`src/rtl/esscl_pkg.sv`:
```
`default_nettype none
// ---------------------------------------------------------------------------
// esscl_pkg: shared types and constants of the single-cycle length unit
// Command codes, the controller command bundle and the datapath status
// bundle.
// ---------------------------------------------------------------------------
package esscl_pkg;

   // command codes of an input word
   localparam logic CMD_LOAD = 1'b0;
   localparam logic CMD_TEST = 1'b1;

   // width of the length result and the shortest cycle that counts
   localparam int LEN_W     = 7;
   localparam int MIN_CYCLE = 3;

   // commands from the controller to the datapath
   typedef struct packed {
      logic load_write;
      logic query_start;
      logic scan_step;
      logic walk_start;
      logic walk_step;
      logic res_zero;
      logic res_walk;
   } esscl_ctl_type;

   // status from the datapath to the controller
   typedef struct packed {
      logic scan_last;
      logic check_ok;
      logic walk_end;
   } esscl_status_type;

endpackage : esscl_pkg
`default_nettype wire

```
`src/rtl/esscl_control.sv`:
```
`default_nettype none
// ---------------------------------------------------------------------------
// esscl_control: sequencer of the single-cycle length unit
// Accepts load words and steps a query through edge scan, drain, degree
// check and, if the check passes, cycle walk, and issues the result strobe.
// ---------------------------------------------------------------------------
module esscl_control
   import esscl_pkg::*;
(
   input  wire logic             clock,
   input  wire logic             reset,
   input  wire logic             start,
   input  wire logic             req_cmd,
   input  wire esscl_status_type status,
   output esscl_ctl_type         ctl,
   output logic                  busy,
   output logic                  rsp_valid
);

   typedef enum logic [2:0] {
      ST_IDLE,
      ST_SCAN,
      ST_DRAIN,
      ST_CHECK,
      ST_WALK
   } state_type;

   state_type state_ff;
   logic      busy_ff;
   logic      rsp_valid_ff;
   logic      accept;

   assign accept = (state_ff == ST_IDLE) && start;

   // datapath commands
   always_comb begin
      ctl             = '0;
      ctl.load_write  = accept && (req_cmd == CMD_LOAD);
      ctl.query_start = accept && (req_cmd == CMD_TEST);
      ctl.scan_step   = (state_ff == ST_SCAN);
      ctl.walk_start  = (state_ff == ST_CHECK) && status.check_ok;
      ctl.res_zero    = (state_ff == ST_CHECK) && !status.check_ok;
      ctl.walk_step   = (state_ff == ST_WALK);
      ctl.res_walk    = (state_ff == ST_WALK) && status.walk_end;
   end

   // state and registered outputs
   always_ff @(posedge clock) begin
      if (reset) begin
         state_ff     <= ST_IDLE;
         busy_ff      <= 1'b0;
         rsp_valid_ff <= 1'b0;
      end else begin
         unique case (state_ff)
            ST_IDLE: begin
               rsp_valid_ff <= 1'b0;
               if (start && (req_cmd == CMD_TEST)) begin
                  state_ff <= ST_SCAN;
                  busy_ff  <= 1'b1;
               end
            end
            ST_SCAN: begin
               rsp_valid_ff <= 1'b0;
               if (status.scan_last) begin
                  state_ff <= ST_DRAIN;
               end
            end
            ST_DRAIN: begin
               rsp_valid_ff <= 1'b0;
               state_ff     <= ST_CHECK;
            end
            ST_CHECK: begin
               if (status.check_ok) begin
                  state_ff     <= ST_WALK;
                  rsp_valid_ff <= 1'b0;
               end else begin
                  state_ff     <= ST_IDLE;
                  busy_ff      <= 1'b0;
                  rsp_valid_ff <= 1'b1;
               end
            end
            ST_WALK: begin
               rsp_valid_ff <= status.walk_end;
               if (status.walk_end) begin
                  state_ff <= ST_IDLE;
                  busy_ff  <= 1'b0;
               end
            end
            default: begin
               state_ff     <= ST_IDLE;
               busy_ff      <= 1'b0;
               rsp_valid_ff <= 1'b0;
            end
         endcase
      end
   end

   assign busy      = busy_ff;
   assign rsp_valid = rsp_valid_ff;

endmodule : esscl_control
`default_nettype wire

```
`config.mk`:
```
export PLATFORM = sky130hd
export DESIGN_NAME = esscl_control
export DESIGN_NICKNAME = d
export VERILOG_FILES = /design/src/rtl/esscl_pkg.sv /design/src/rtl/esscl_control.sv
export SDC_FILE = /design/constraint.sdc
export NUM_CORES = 1
export LEC_CHECK = 0
export CORE_AREA = 2 2 39 41
export CTS_BUF_LIST = sky130_fd_sc_hd__clkbuf_8
export DETAILED_ROUTE_END_ITERATION = 7
export DIE_AREA = 0 0 41 43
export DONT_BUFFER_PORTS = 1
export PLACE_DENSITY = 0.43
export SYNTH_ARGS = -nofsm -noshare
export SYNTH_HDL_FRONTEND = slang
export SYNTH_SLANG_ARGS = --single-unit
```
`constraint.sdc`:
```
create_clock -name clock -period 1.25 [get_ports clock]
set_input_delay 0.1875 -clock clock [delete_from_list [all_inputs] [get_ports clock]]
set_output_delay 0.1875 -clock clock [all_outputs]
set_load 0.1 [all_outputs]
```
==> impl_metrics.yaml <==
logic_synthesis:
  synth_area_per_cell_um2: 8.34
  ys_top_cells_by_count: "5 x dfxtp_1, 4 x nand2_1, 3 x and3_1, 3 x nor2_1"
  ys_types: 23
  netlist_area_um2: 300
  yosysSeqAreaShare_pct: 33.3
  ys.flop_type: "dfxtp_1"
  synth_edf_count: 0
  yosysTopAreaCellShare_pct: 33.3
  ys_seq_elements: 5
  yosys.area.top_type: "dfxtp_1"
  synth_most_common_cell: "dfxtp_1"
  synthCells: 36
  synth_nets: 43
  ys_warn_count: 0
  synthTopCellsByArea: "dfxtp_1 33%, and3_1 6.3%, nand2_1 5.0%, a211oi_2 4.2%, a31oi_1 4.2%"
  synthArstFlopShare_pct: 0
sta:
  rsz0062_at_grt: "yes"
  maxSlewHeadroom_pct: 81.5
  setup_ws_ns: -0.171
  tns_ns: -0.800
  hold_violations: 0
  final.setup_skew_ns: 0.000619
  max_freq_mhz: 704
  hold_ws_ns: 0.0237
  setup_viol: 7
  drv_slew: 0
  worst_slew_pin_slew_ns: 0.280
  min_period_ns: 1.42
  period_share_pct: 114
clock_network:
  clk_latency_ns: 0.22
  htreeDepth: 1
  cts_buffer_depth: 2
  hold_buffers: 0
  cts_tree: "yes"
  clk_pin_slew_ns: 0.03
  clockRootBuffer: "clkbuf_8"
  cts.sinks: 5
  numCtsBuffers: 3
grt:
  grt_use_total_pct: 13.3
  grt_pass1_wl_um: 1540
  globalRouteOverflowTotal: 0
  antenna_found_initial: 0
  grt_pass1_vias: 379
  grt_max_degree: 6
floorplanning:
  die_area_um2: 1760
  core_area_um2: 1380
  rows: 14
  initial_core_util_pct: 21.7
  io_pins: 16
  die_x_um: 41
  die_h_um: 43
setup_path:
  crit_chain: "nor3_4, and3_4, buf_12"
  crit_arrival_ns: 1.23
  cp_slowest_cell: "dfxtp_4"
  cpLargestDelayFamily: "simple AND/OR/NAND/NOR gates"
  end_kind: "output pin"
  path_buf_inv: 1
  critPathKind: "flip-flop to output pin"
  slowest_delay_ns: 0.36
  crit_path_max_fanout: 5
  crit_required_ns: 1.06
  start_kind: "flip-flop"
detailed_routing:
  vias_per_cell: 4.93
  vias: 355
  first_pass_iters: 2
  detail_route.wl_per_cell_um: 12.6
  detail-route-antenna-nets: 0
  routed_wirelength_um: 908
  remaining_drc_errors: 0
  drtIter0Drc: 11
power_and_ir_drop:
  ir_worst_vdd_mv: 1.16
  p_leak_uw: 0.000269
  p_per_area_nw_per_um2: 1820
status:
  violations: "setup timing"
  status: "finished, violations left"
run:
  maxCapViolCount: 0
placement:
  post-dp-hpwl_um: 692
  portBuffers: 0
  place_congestion: 0.735
final_layout:
  area_delta_synth_final_pct: 118
  num-fill-cells: 132
  layout.nets: 64
  num_antenna_cells: 0
  drive_above_1_share_pct: 67.9
  seq_area_um2: 113
  multi_input_area_um2: 228
min_path:
  min_path_type: "primary input to flip-flop"
-- worst paths after layout --
check                                  from     end  slack (ns)  cells after the start
worst max-delay path            state_ff[1]  ctl[5]       -0.17                      3
worst min register to register         busy    busy        0.57                      2
worst min-delay path                  reset    busy        0.02                      1
worst max register to register  state_ff[1]    busy        0.02                      4
-- metal layers --
metal	routed length (µm)	global-route usage [%]	vias up
li1	-	-	171
met1	336	12.0	166
met4	11	11.3	0
met5	0	0	-
met2	452	20.0	16
met3	107	7.33	2
-- sequential cells by signal, summed over array words and instances (netlist names) --
register,cells
rsp_valid,1
state_ff,3
busy,1
-- power breakdown --
group | internal (µW) | switching, µW | total, µW | leakage [µW]
logic | 290 | 384 | 674 | 0.000199
registers | 192 | 38.2 | 231 | 0.0000434
clock network | 210 | 74.5 | 285 | 0.0000269
total | 692 | 497 | 1190 | 0.000269
-- worst reg2reg max path, stage by stage (launching register included) --
cell	delay [ns]
dfxtp_4	0.36
buf_4	0.14
and3b_1	0.16
or3_4	0.33
a211oi_2	0.17
-- kinds of logic after synthesis --
family                 Yosys count  share of synthesized area [%]
DFF                              5                           33.3
and+or+nand+nor                 20                           39.2
AOI/OAI and AO/OA                6                           15.4
buffers and inverters            4                           8.75
muxes                            1                           3.33
-- cells in the final DEF, fill, tap and decap left out, types with 2 or more instances in the layout --
cell	synthesis	routed
a31oi_1	2	2
buf_12	0	7
dfxtp_4	0	3
and3_4	0	2
buf_4	1	9
nand2_1	4	3
nor2_1	3	2
buf_6	1	3
clkbuf_8	0	3
-- cell type report --
cell class,instances,area share [%]
timing repair buffer,19,36.9
multi-input combinational,27,34.8
sequential,5,17.2
clock buffer,3,6.31
tap,16,3.06
inverter,1,1.15
clock inverter,1,0.574
-- stage by stage --
stage               cells  instance area (µm²)  worst slack [ns]  utilization [%]  total power [µW]
floorplan              36                  352            -0.225                -               645
global placement       62                  524            0.0294             37.9               797
detailed placement     62                  524           -0.0233             37.9               805
CTS                    72                  647            -0.170             46.7              1180
global route           72                  654            -0.218             47.3              1250
finish                 72                  654            -0.171             47.3              1190
-- what timing repair did --
action,4_1_cts,5_1_grt
buffers inserted,6,0
gates resized for setup,11,2
endpoints found under the setup margin,7,9
pin swaps,6,1
Power figures use the tool's default switching activity.
